[src/rtl/core/plb_pkg.sv]
// ----------------------------------------------------------------------------
// plb_pkg: shared types and constants of the positional list buffer
// Request and response layouts, request codes, status codes and the
// command that is broadcast along the cell chain.
// ----------------------------------------------------------------------------
`default_nettype none

package plb_pkg;

  // list geometry
  localparam int CAPACITY = 16;
  localparam int IDX_W    = $clog2(CAPACITY);
  localparam int COUNT_W  = 5;
  localparam int POS_W    = 8;
  localparam int DATA_W   = 32;
  localparam int MODE_W   = 3;
  localparam int STATUS_W = 2;

  // request codes
  typedef enum logic [MODE_W-1:0] {
    MODE_PUSH_FRONT = 3'd0,
    MODE_PUSH_BACK  = 3'd1,
    MODE_INSERT_AT  = 3'd2,
    MODE_POP_FRONT  = 3'd3,
    MODE_POP_BACK   = 3'd4,
    MODE_DELETE_AT  = 3'd5,
    MODE_READ_AT    = 3'd6,
    MODE_CLEAR      = 3'd7
  } mode_e;

  // response status codes
  typedef enum logic [STATUS_W-1:0] {
    ST_OK    = 2'd0,
    ST_EMPTY = 2'd1,
    ST_RANGE = 2'd2,
    ST_FULL  = 2'd3
  } status_e;

  // per-cycle cell operation
  typedef enum logic [1:0] {
    CELL_HOLD,
    CELL_INSERT,
    CELL_DELETE
  } cell_op_e;

  // request payload
  typedef struct packed {
    logic [MODE_W-1:0]        mode;
    logic signed [DATA_W-1:0] value;
    logic [POS_W-1:0]         position;
  } in_req_t;

  // response payload
  typedef struct packed {
    logic [STATUS_W-1:0]      status;
    logic signed [DATA_W-1:0] data_out;
    logic [COUNT_W-1:0]       count;
  } out_rsp_t;

  // command broadcast to every cell
  typedef struct packed {
    cell_op_e          op;
    logic [POS_W-1:0]  at;
    logic [DATA_W-1:0] value;
  } cell_cmd_t;

  // decoded control for one request
  typedef struct packed {
    cell_cmd_t          cmd;
    status_e            status;
    logic               rd_en;
    logic [IDX_W-1:0]   rd_sel;
    logic [COUNT_W-1:0] count;
  } ctrl_t;

endpackage

`default_nettype wire

[src/rtl/core/positional_list_buffer_unit.sv]
// ----------------------------------------------------------------------------
// positional_list_buffer_unit: bounded ordered list of signed values
// Insert, delete and read at front, back or any position, held in a
// chain of cells that shift locally; one response per request.
// ----------------------------------------------------------------------------
//
//   channel   direction  handshake                 payload
//   in        request    in_valid_i / in_stall_o   in_req_i   (mode, value, position)
//   out       response   out_valid_o / out_stall_i out_rsp_o  (status, data_out, count)
//
// - one request per cycle while in_stall_o is low; its response appears in the
//   output register in the cycle after acceptance
// - every cell decides in the same cycle to load, shift or hold, so an
//   insert or delete anywhere in the chain is done by all cells together
// - reset empties the list (count 0); element storage is not cleared
// - in_stall_o rises only while a response waits and out_stall_i is high
//
`default_nettype none

module positional_list_buffer_unit (
  input  wire logic              clk_i,
  input  wire logic              rst_ni,
  input  wire logic              in_valid_i,
  output logic                   in_stall_o,
  input  wire plb_pkg::in_req_t  in_req_i,
  output logic                   out_valid_o,
  input  wire logic              out_stall_i,
  output plb_pkg::out_rsp_t      out_rsp_o
);

  logic                        fire;
  logic [plb_pkg::COUNT_W-1:0] occ_d, occ_q;
  logic                        out_valid_d, out_valid_q;
  plb_pkg::out_rsp_t           rsp_d, rsp_q;
  plb_pkg::ctrl_t              ctrl;
  logic [plb_pkg::DATA_W-1:0]  vals [plb_pkg::CAPACITY];

  // request handshake
  assign in_stall_o = out_valid_q && out_stall_i;
  assign fire       = in_valid_i && !in_stall_o;

  // decode
  plb_ctrl u_ctrl (
    .fire_i (fire),
    .req_i  (in_req_i),
    .occ_i  (occ_q),
    .ctrl_o (ctrl)
  );

  // cell chain
  for (genvar g = 0; g < plb_pkg::CAPACITY; g++) begin : g_cell
    logic [plb_pkg::DATA_W-1:0] left, right;
    if (g == 0) begin : g_first
      assign left = ctrl.cmd.value;
    end else begin : g_mid_l
      assign left = vals[g-1];
    end
    if (g == plb_pkg::CAPACITY - 1) begin : g_last
      assign right = vals[g];
    end else begin : g_mid_r
      assign right = vals[g+1];
    end
    plb_cell #(
      .IDX (g)
    ) u_cell (
      .clk_i   (clk_i),
      .cmd_i   (ctrl.cmd),
      .left_i  (left),
      .right_i (right),
      .value_o (vals[g])
    );
  end

  // response build
  always_comb begin
    rsp_d.status   = ctrl.status;
    rsp_d.data_out = ctrl.rd_en ? vals[ctrl.rd_sel] : '0;
    rsp_d.count    = ctrl.count;
  end

  // count and output valid next state
  always_comb begin
    occ_d       = fire ? ctrl.count : occ_q;
    out_valid_d = fire || (out_valid_q && out_stall_i);
  end

  // control registers
  always_ff @(posedge clk_i or negedge rst_ni) begin
    if (!rst_ni) begin
      occ_q       <= '0;
      out_valid_q <= 1'b0;
    end else begin
      occ_q       <= occ_d;
      out_valid_q <= out_valid_d;
    end
  end

  // response register
  always_ff @(posedge clk_i) begin
    if (fire) begin
      rsp_q <= rsp_d;
    end
  end

  assign out_valid_o = out_valid_q;
  assign out_rsp_o   = rsp_q;

endmodule

`default_nettype wire

[src/rtl/core/plb_cell.sv]
// ----------------------------------------------------------------------------
// plb_cell: one storage cell of the list chain
// Holds the element at its own position and, on an insert or delete,
// takes the value of its left or right neighbor or the new element.
// ----------------------------------------------------------------------------
`default_nettype none

module plb_cell #(
  parameter int IDX = 0
) (
  input  wire logic                       clk_i,
  input  wire plb_pkg::cell_cmd_t         cmd_i,
  input  wire logic [plb_pkg::DATA_W-1:0] left_i,
  input  wire logic [plb_pkg::DATA_W-1:0] right_i,
  output logic      [plb_pkg::DATA_W-1:0] value_o
);

  localparam logic [plb_pkg::POS_W-1:0] IDX_L = plb_pkg::POS_W'(IDX);

  logic [plb_pkg::DATA_W-1:0] value_d, value_q;

  // local shift decision from the broadcast position
  always_comb begin
    value_d = value_q;
    case (cmd_i.op)
      plb_pkg::CELL_INSERT: begin
        if (IDX_L == cmd_i.at) begin
          value_d = cmd_i.value;
        end else if (IDX_L > cmd_i.at) begin
          value_d = left_i;
        end
      end
      plb_pkg::CELL_DELETE: begin
        if (IDX_L >= cmd_i.at) begin
          value_d = right_i;
        end
      end
      default: value_d = value_q;
    endcase
  end

  // element storage
  always_ff @(posedge clk_i) begin
    value_q <= value_d;
  end

  assign value_o = value_q;

endmodule

`default_nettype wire

[src/rtl/core/plb_ctrl.sv]
// ----------------------------------------------------------------------------
// plb_ctrl: request decoder
// Works out the target position, the status, the next element count
// and the command that the cell chain carries out.
// ----------------------------------------------------------------------------
`default_nettype none

module plb_ctrl (
  input  wire logic                        fire_i,
  input  wire plb_pkg::in_req_t            req_i,
  input  wire logic [plb_pkg::COUNT_W-1:0] occ_i,
  output plb_pkg::ctrl_t                   ctrl_o
);

  localparam logic [plb_pkg::COUNT_W-1:0] CAP_L = plb_pkg::COUNT_W'(plb_pkg::CAPACITY);

  plb_pkg::mode_e             mode;
  logic [plb_pkg::POS_W-1:0]  occ_ext;
  logic [plb_pkg::POS_W-1:0]  last_ext;
  logic [plb_pkg::POS_W-1:0]  at;
  plb_pkg::cell_op_e          op;

  assign mode     = plb_pkg::mode_e'(req_i.mode);
  assign occ_ext  = plb_pkg::POS_W'(occ_i);
  assign last_ext = plb_pkg::POS_W'(occ_i - plb_pkg::COUNT_W'(1));

  // target position per request code
  always_comb begin
    case (mode)
      plb_pkg::MODE_PUSH_FRONT: at = '0;
      plb_pkg::MODE_POP_FRONT:  at = '0;
      plb_pkg::MODE_PUSH_BACK:  at = occ_ext;
      plb_pkg::MODE_POP_BACK:   at = last_ext;
      default:                  at = req_i.position;
    endcase
  end

  // status, count and cell operation
  always_comb begin
    op            = plb_pkg::CELL_HOLD;
    ctrl_o.status = plb_pkg::ST_OK;
    ctrl_o.rd_en  = 1'b0;
    ctrl_o.count  = occ_i;
    case (mode)
      plb_pkg::MODE_PUSH_FRONT, plb_pkg::MODE_PUSH_BACK, plb_pkg::MODE_INSERT_AT: begin
        if (occ_i >= CAP_L) begin
          ctrl_o.status = plb_pkg::ST_FULL;
        end else if (at > occ_ext) begin
          ctrl_o.status = plb_pkg::ST_RANGE;
        end else begin
          op           = plb_pkg::CELL_INSERT;
          ctrl_o.count = occ_i + plb_pkg::COUNT_W'(1);
        end
      end
      plb_pkg::MODE_POP_FRONT, plb_pkg::MODE_POP_BACK, plb_pkg::MODE_DELETE_AT: begin
        if (occ_i == '0) begin
          ctrl_o.status = plb_pkg::ST_EMPTY;
        end else if (at >= occ_ext) begin
          ctrl_o.status = plb_pkg::ST_RANGE;
        end else begin
          op           = plb_pkg::CELL_DELETE;
          ctrl_o.rd_en = 1'b1;
          ctrl_o.count = occ_i - plb_pkg::COUNT_W'(1);
        end
      end
      plb_pkg::MODE_READ_AT: begin
        if (occ_i == '0) begin
          ctrl_o.status = plb_pkg::ST_EMPTY;
        end else if (at >= occ_ext) begin
          ctrl_o.status = plb_pkg::ST_RANGE;
        end else begin
          ctrl_o.rd_en = 1'b1;
        end
      end
      default: ctrl_o.count = '0;
    endcase
    // cells only move on an accepted request
    ctrl_o.cmd.op    = fire_i ? op : plb_pkg::CELL_HOLD;
    ctrl_o.cmd.at    = at;
    ctrl_o.cmd.value = req_i.value;
    ctrl_o.rd_sel    = at[plb_pkg::IDX_W-1:0];
  end

endmodule

`default_nettype wire

[config.mk]
export PLATFORM = sky130hd
export DESIGN_NAME = positional_list_buffer_unit
export DESIGN_NICKNAME = d
export VERILOG_FILES = /design/src/rtl/core/plb_pkg.sv /design/src/rtl/core/positional_list_buffer_unit.sv /design/src/rtl/core/plb_cell.sv /design/src/rtl/core/plb_ctrl.sv
export SDC_FILE = /design/constraint.sdc
export NUM_CORES = 1
export LEC_CHECK = 0
export BUFFER_PORTS_ARGS = -buffer_cell sky130_fd_sc_hd__buf_2
export CORE_UTILIZATION = 30
export DETAILED_ROUTE_END_ITERATION = 16
export GPL_ROUTABILITY_DRIVEN = 0
export PLACE_DENSITY = 0.53
export SLEW_MARGIN = 10
export SYNTH_ARGS = -nofsm -noshare
export SYNTH_HDL_FRONTEND = slang
export SYNTH_SLANG_ARGS = --single-unit
[constraint.sdc]
create_clock -name clk_i -period 15.3 [get_ports clk_i]
set_clock_uncertainty 0.1 [all_clocks]
set_input_delay 0.765 -clock clk_i [delete_from_list [all_inputs] [get_ports clk_i]]
set_output_delay 0.765 -clock clk_i [all_outputs]
set_load 0.02 [all_outputs]
After elaboration in Yosys (flattened, before gate mapping):

Index checks and enable logic that the tools add are counted.

* register bits after elaboration: 557
* logic and storage cells: 227
* output and inout port bits: 41

* eq/ne operators: 53
* order comparisons: 35
* bitwise gates (word level): 1
* $add $sub $neg: 3
* reduce and logical (&&, ||, !) cells: 29
* mux-type cells: 85

Operators by type and width (number)
* two-way mux 32 bit: 49
* one-hot mux 32 bit (2 select lines): 15
* binary-select mux 32 bit (select 4 bit): 1
* == test 4 x 8 -> 1 bit (first input constant): 8
* greater-than comparator 4 x 8 -> 1 bit (first input constant): 8
* >= comparator 4 x 8 -> 1 bit (first input constant): 7
* inequality test 3 x 1 -> 1 bit (second input constant): 15
* AND reduction 3 bit: 15
* == test 3 x 8 -> 1 bit (first input constant): 4
* >= comparator 3 x 8 -> 1 bit (first input constant): 4
* greater-than comparator 3 x 8 -> 1 bit (first input constant): 4
* inequality test 2 x 1 -> 1 bit (second input constant): 15
* one-hot mux 8 bit (3 select lines): 1
* two-way mux 5 bit: 4
* == test 2 x 8 -> 1 bit (first input constant): 2
* >= comparator 1 x 8 -> 1 bit (first input constant): 2
* >= comparator 2 x 8 -> 1 bit (first input constant): 2
* greater-than comparator 1 x 8 -> 1 bit (first input constant): 2
* greater-than comparator 2 x 8 -> 1 bit (first input constant): 2
* one-hot mux 5 bit (3 select lines): 1
* two-way mux 2 bit: 7
* >= comparator 5 bit (second input constant): 2
* == test 3 bit (second input constant): 3
* == test 1 x 8 -> 1 bit (first input constant): 1
* other kinds (23): 32

Longest topological paths before layout:

* depth after elaboration: 11
* depth in mapped cells: 24
* gate-level depth less buffers: 17

Cells and area by module:

Synthesis repeated with hierarchy kept, for this count alone.

* cells, all modules: 3781
* area, all modules: 36855.3 µm²

Modules (own cells, without submodules)
* positional_list_buffer_unit: cells each 602, seq. area each 1321.3 µm², times used 1, area each 5918.2 µm²
* plb_cell at g_cell[0].u_cell ...: cells each 186, seq. area each 960.9 µm², times used 2, area each 1774.2 µm²
* plb_cell at g_cell[1].u_cell: cells each 183, seq. area each 960.9 µm², times used 1, area each 2044.5 µm²
* plb_cell at g_cell[3].u_cell: cells each 192, seq. area each 960.9 µm², times used 1, area each 1975.6 µm²
* plb_cell at g_cell[5].u_cell: cells each 191, seq. area each 960.9 µm², times used 1, area each 1945.6 µm²
* plb_cell at g_cell[4].u_cell: cells each 190, seq. area each 960.9 µm², times used 1, area each 1924.3 µm²
* plb_cell at g_cell[6].u_cell: cells each 189, seq. area each 960.9 µm², times used 1, area each 1899.3 µm²
* plb_cell at g_cell[14].u_cell: cells each 189, seq. area each 960.9 µm², times used 1, area each 1886.8 µm²
* plb_cell at g_cell[12].u_cell: cells each 189, seq. area each 960.9 µm², times used 1, area each 1884.3 µm²
* plb_cell at g_cell[9].u_cell: cells each 189, seq. area each 960.9 µm², times used 1, area each 1881.8 µm²
* plb_cell at g_cell[7].u_cell: cells each 192, seq. area each 960.9 µm², times used 1, area each 1835.5 µm²
* plb_cell at g_cell[10].u_cell: cells each 188, seq. area each 960.9 µm², times used 1, area each 1829.3 µm²
* plb_cell at g_cell[2].u_cell: cells each 187, seq. area each 960.9 µm², times used 1, area each 1791.7 µm²
* plb_cell at g_cell[13].u_cell: cells each 187, seq. area each 960.9 µm², times used 1, area each 1779.2 µm²
* +3 rows

Worst setup path after synthesis:

OpenSTA, ideal clock, no wires.

* kind: reg-to-reg
* start point: reg occ_q[0] (netlist name)
* end point: reg g_cell[10].u_cell.value_q (netlist bit g_cell[10].u_cell.value_o[0]) (enable)
* stages on the path, launching flop included: 24
* setup slack: 7.574 ns
* arrival time: 7.165 ns
* path buffers: 6
* required time: 14.739 ns
* library setup time: 0.461 ns
* path through: dfrtp_1 > clkbuf_1 > inv_1 > ha_1 > nor3b_1 > o21ai_0 > o21a_1 > inv_2 > buf_2 > clkbuf_1 > ha_1 > o21ai_0 > a21oi_1 > o31a_1 > or4_1 > nor2_1 > inv_1 > ha_1 > clkbuf_1 > clkbuf_1 > clkbuf_1 > nor2_1 > a21oi_1 > nor3_1

* word-level cells in the longest chain between the ends: 10
* elaborated cells on any way between the ends: 21
* classes of those cells: add/sub: 1; order compare: 5; eq/ne: 5; mux: 7; reduce/logical: 3

RTL lines
* from (decl): RTL line positional_list_buffer_unit.sv:32 `logic [plb_pkg::COUNT_W-1:0] occ_d, occ_q;`
* from (signal assigned): RTL line positional_list_buffer_unit.sv:90 `occ_q <= '0;`
* from (signal assigned): RTL line positional_list_buffer_unit.sv:93 `occ_q <= occ_d;`
* subtractor 5 x 1 -> 6 bit: RTL line plb_ctrl.sv:25 `assign last_ext = plb_pkg::POS_W'(occ_i - plb_pkg::COUNT_W'(1));`
* one-hot mux 8 bit (3 select lines): RTL line plb_ctrl.sv:29 `case (mode)`
* greater-than comparator 8 x 5 -> 1 bit / >= comparator 8 x 5 -> 1 bit (equally long branches): RTL line plb_ctrl.sv:48, plb_ctrl.sv:58
* two-way mux 1 bit / two-way mux 2 bit (equally long branches): RTL line plb_ctrl.sv:48, plb_ctrl.sv:58
* two-way mux 1 bit / two-way mux 2 bit (equally long branches): RTL line plb_ctrl.sv:46, plb_ctrl.sv:56
* one-hot mux 2 bit (2 select lines): RTL line plb_ctrl.sv:44 `case (mode)`
* two-way mux 2 bit: RTL line plb_ctrl.sv:78 `ctrl_o.cmd.op = fire_i ? op : plb_pkg::CELL_HOLD;`
* == test 2 x 1 -> 1 bit / == test 2 bit (equally long branches): RTL line plb_cell.sv:25 `case (cmd_i.op)`
* inequality test 3 x 1 -> 1 bit (no line), or another cell as far along
* AND reduction 3 bit (no line) (*)
* to (signal assigned): RTL line plb_cell.sv:44 `value_q <= value_d;`
* to (decl): RTL line plb_cell.sv:20 `logic [plb_pkg::DATA_W-1:0] value_d, value_q;`

Every way passes the cells marked *; elsewhere a longest branch is shown, timed or not.
A chain may end at the register's enable or synchronous reset.

Final worst setup path:

* start point: reg occ_q[0] (netlist name)
* end point: reg g_cell[12].u_cell.value_q (netlist bit g_cell[12].u_cell.value_o[9]) (data pin)

* word-level cells in the longest chain between the ends: 9
* elaborated cells on any way between the ends: 17
* classes of those cells: add/sub: 1; order compare: 3; eq/ne: 3; mux: 9; reduce/logical: 1

RTL lines (RTL line)
* subtractor 5 x 1 -> 6 bit: plb_ctrl.sv:25
* one-hot mux 8 bit (3 select lines): plb_ctrl.sv:29
* greater-than comparator 8 x 5 -> 1 bit / >= comparator 8 x 5 -> 1 bit (equally long branches): plb_ctrl.sv:48, plb_ctrl.sv:58
* two-way mux 1 bit / two-way mux 2 bit (equally long branches): plb_ctrl.sv:48, plb_ctrl.sv:58
* two-way mux 1 bit / two-way mux 2 bit (equally long branches): plb_ctrl.sv:46, plb_ctrl.sv:56
* one-hot mux 2 bit (2 select lines): plb_ctrl.sv:44
* two-way mux 2 bit: plb_ctrl.sv:78
* == test 2 bit / == test 2 x 1 -> 1 bit (equally long branches): plb_cell.sv:25
* one-hot mux 32 bit (2 select lines) (*): plb_cell.sv:25
* named net g_cell[12].u_cell.value_d, one bit: plb_cell.sv:20
* to (signal assigned): plb_cell.sv:44
* to (decl): plb_cell.sv:20

The timed path passes the listed nets; every way through them passes the cells marked *.

==> metrics.cfg <==
[run_status]
outcome = finished, final reports clean

[timing]
rsz0062_at_grt = false
fin_crit_ns = 7.54
setup_viol = 0
final-hold-violation-count = 0
tns_ns = 0
post-route-period-util_pct = 49.3
fmax_mhz = 133
tightest_slew_ns = 1.18
finalWorstSetupSlack_ns = 7.76
drv_slew = 0
maxSlewHeadroom_pct = 21.4

[global_routing]
antenna_found_initial = 8
met3_usage_pct = 3.77
grt_pass1_wl_um = 164000
grt_util_met2_pct = 30.5
grt_pass1_vias = 22894
grtUsageMet1_pct = 30.7
globalRouteOverflowTotal = 0
grt.total_usage_pct = 20.6
grt_start_max_net_pins = 239
grt_busiest_layer = met1

[logic_synthesis]
ys_async_sr_fraction_pct = 1.08
ys.flop_type = edfxtp_1
yosys.area.top_type = edfxtp_1
synth_cell_type_count = 60
syn_inst = 2356
synth_common_cells = edfxtp_1 (551), a221o_1 (451), nor3b_1 (450)
synth_top_family_by_area = compound AO/OA/AOI/OAI gates
synth_compound_gate_area_share_pct = 16.6
synthesis.area_um2 = 31900
yosys.area_share.xor_xnor_pct = 0.0550
synthAdderAreaFrac_pct = 0.393
muxShareOfSynthArea_pct = 10.3
syn_area_per_cell_um2 = 13.5
synth-simple-area-share_pct = 16.4
synth_edf_count = 551
ys_ff_latch = 557
synth_area_leaders = edfxtp_1 (52%), a221o_1 (14%), nor3b_1 (11%)
ys_seq_area_share_pct = 52.4
yosysMostFrequentCell = edfxtp_1
synth_nets = 2413
yosysTopAreaCellShare_pct = 51.9
yosys_warnings = 0

[final_layout]
utilization_pct = 33.6
instances_no_fill = 3706
fin_nets = 2327
drive_gt1_share_pct = 17.5
syn2layout_area_growth_pct = 11.1

[power_and_ir_drop]
p_int_w = 0.00302
peakVddDrop_mv = 0.0974
p_leak_nw = 11.3
seq_power_share_pct = 44.6
comb_power_share_pct = 22.8
p_sw_share_pct = 31.0
p_per_area_nw_per_um2 = 124
pwr-share-clk_pct = 32.5
power_w = 0.00438
switchingPower_w = 0.00136

[clock_network]
htree_levels = 2
clk_latency_ns = 0.67
clkTransAtPathRegs_ns = 0.06
cts_buffers = 60
cts_buffer_depth = 3
cts_root_buf = clkbuf_16
cts_tree = yes
cts.repair.resized = 0
clock-sinks = 557
post-cts-setup-buffers = 0

[min_path]
hp-start = in_valid_i
hold_class = primary input to register
min_to = out_valid_o
whs_path_depth = 2

[detailed_routing]
vias = 24358
routed_wl_um = 114000
ant_nets = 0
via_per_inst = 6.57
drc = 0
drt_iter0_markers = 3287
first_pass_iters = 6
wl_per_cell_um = 30.7

[setup_path]
r2r-start = occ_q[0]
path_delay_family = buffers and inverters
critPathLaunchType = register
path_cells = inv_1 -> ha_1 -> or3b_1 -> a21oi_1 -> nor2_4 -> buf_4 -> inv_2 -> ha_1 -> and4_1 -> a21oi_1 -> o31a_1 -> or4_1 -> nor2_1 -> inv_1 -> ha_4 -> buf_4 -> buf_12 -> nor2b_1 -> a221o_1
path_class = register to register
cp_data_arrival_time_ns = 7.87
critPathMaxFanout = 238
worst-path-buf-inv = 6
r2r_slack_ns = 7.76
worstPathRequired_ns = 15.62
reg2reg_depth = 19
slowest_delay_ns = 0.81
cp-end-kind = register
rr_endpoint = g_cell[12].u_cell.value_o[9]
slowest_stage = buf_4

[placement]
dp_cells = 3598
dp_hpwl_um = 59500
port_buffers = 87
place_ws_ns = 7.65

[floorplanning]
ios = 88
fp.dieW_um = 328
core_area_um2 = 105000
dieArea_um2 = 108000
initial_utilization_pct = 30.3
core.rowCount = 119
die_h_um = 328

[job]
cap_viol_max_count = 0

[sequential cells by signal, summed over array words and instances (netlist names)]
| name | count |
|---|---|
| occ_q | 5 |
| g_cell.u_cell.value_o | 512 |
| out_valid_o | 1 |
| out_rsp_o | 39 |
[worst max path at each step]
stage | start | slack, ns | cells after the start | end
2_1_floorplan | occ_q[0] | 7.57 | 23 | g_cell[10].u_cell.value_o[0]
3_3_place_gp | in_req_i[42] | 7.78 | 18 | g_cell[12].u_cell.value_o[8]
3_5_place_dp | in_req_i[41] | 7.65 | 18 | g_cell[12].u_cell.value_o[8]
4_1_cts | occ_q[0] | 7.90 | 19 | g_cell[12].u_cell.value_o[10]
5_1_grt | occ_q[0] | 7.27 | 17 | g_cell[11].u_cell.value_o[24]
6_report | occ_q[0] | 7.76 | 19 | g_cell[12].u_cell.value_o[9]
[layer usage]
metal | routed length, µm | vias to the layer above | part of all wire (%)
met3 | 11900 | 169 | 10
met5 | 0 | - | 0
met4 | 2860 | 0 | 2.5
met1 | 49600 | 12793 | 44
li1 | - | 9878 | -
met2 | 49600 | 1518 | 44
[stage by stage]
step / hold WS, ns / cell area (µm²)
floorplan: 0.369 / 31900
global placement: 0.441 / 33600
detailed placement: 0.447 / 33600
CTS: 0.221 / 35400
global route: 0.242 / 35400
finish: 0.257 / 35400
[repair_timing]
action,CTS,global route
hold buffers,1,0
hold endpoints to repair,6,0
endpoints found under the setup margin,0,0
[cell usage in the layout (no fill, tap or decap), types with 36 or more instances in the layout]
cell / Yosys / layout
edfxtp_1: 551 / 551
nor3b_1: 450 / 450
a221o_1: 451 / 450
nand3_1: 135 / 135
mux4_2: 126 / 126
buf_2: 47 / 87
clkbuf_16: 0 / 61
buf_4: 4 / 58
nor2b_1: 37 / 37
a21o_1: 36 / 36
nand4_1: 36 / 36
[worst register-to-register path, cell delays in order (launching register included)]
cell,delay (ns)
dfrtp_1,0.62
inv_1,0.19
ha_1,0.39
or3b_1,0.39
a21oi_1,0.36
nor2_4,0.07
buf_4,0.39
inv_2,0.17
ha_1,0.27
and4_1,0.22
a21oi_1,0.17
o31a_1,0.34
or4_1,0.22
nor2_1,0.08
inv_1,0.10
ha_4,0.59
buf_4,0.85
buf_12,0.77
nor2b_1,0.61
a221o_1,0.44
[power by group through the flow]
stage	Clock (W)	Sequential [W]	Combinational (W)
detailed placement	0	0.00198	0.000988
CTS	0.00145	0.00195	0.000993
floorplan	0	0.00196	0.000667
finish	0.00143	0.00196	0.00100
global placement	0	0.00198	0.000967
global route	0.00149	0.00197	0.00106
[area by class of cell]
class	instances	area [µm²]
diodes	1	2.50
well taps	1391	1740
clock buffers	78	1590
multi-input cells	1484	14100
inverters	17	68.8
clock inverters	28	236
fillers	10092	69900
repair buffers	150	961
flip-flops and latches	557	16700
[logic make-up (layout without fill, tap and decap cells)]
group,Yosys count,after routing
buffers and inverters,315,273
AOI/OAI and AO/OA,558,558
other,0,1
xor gates and xnor gates,2,2
adders and majority gates,10,10
muxes,165,165
and+or+nand+nor,749,749
DFF,557,557
Power figures use the tool's default switching activity.
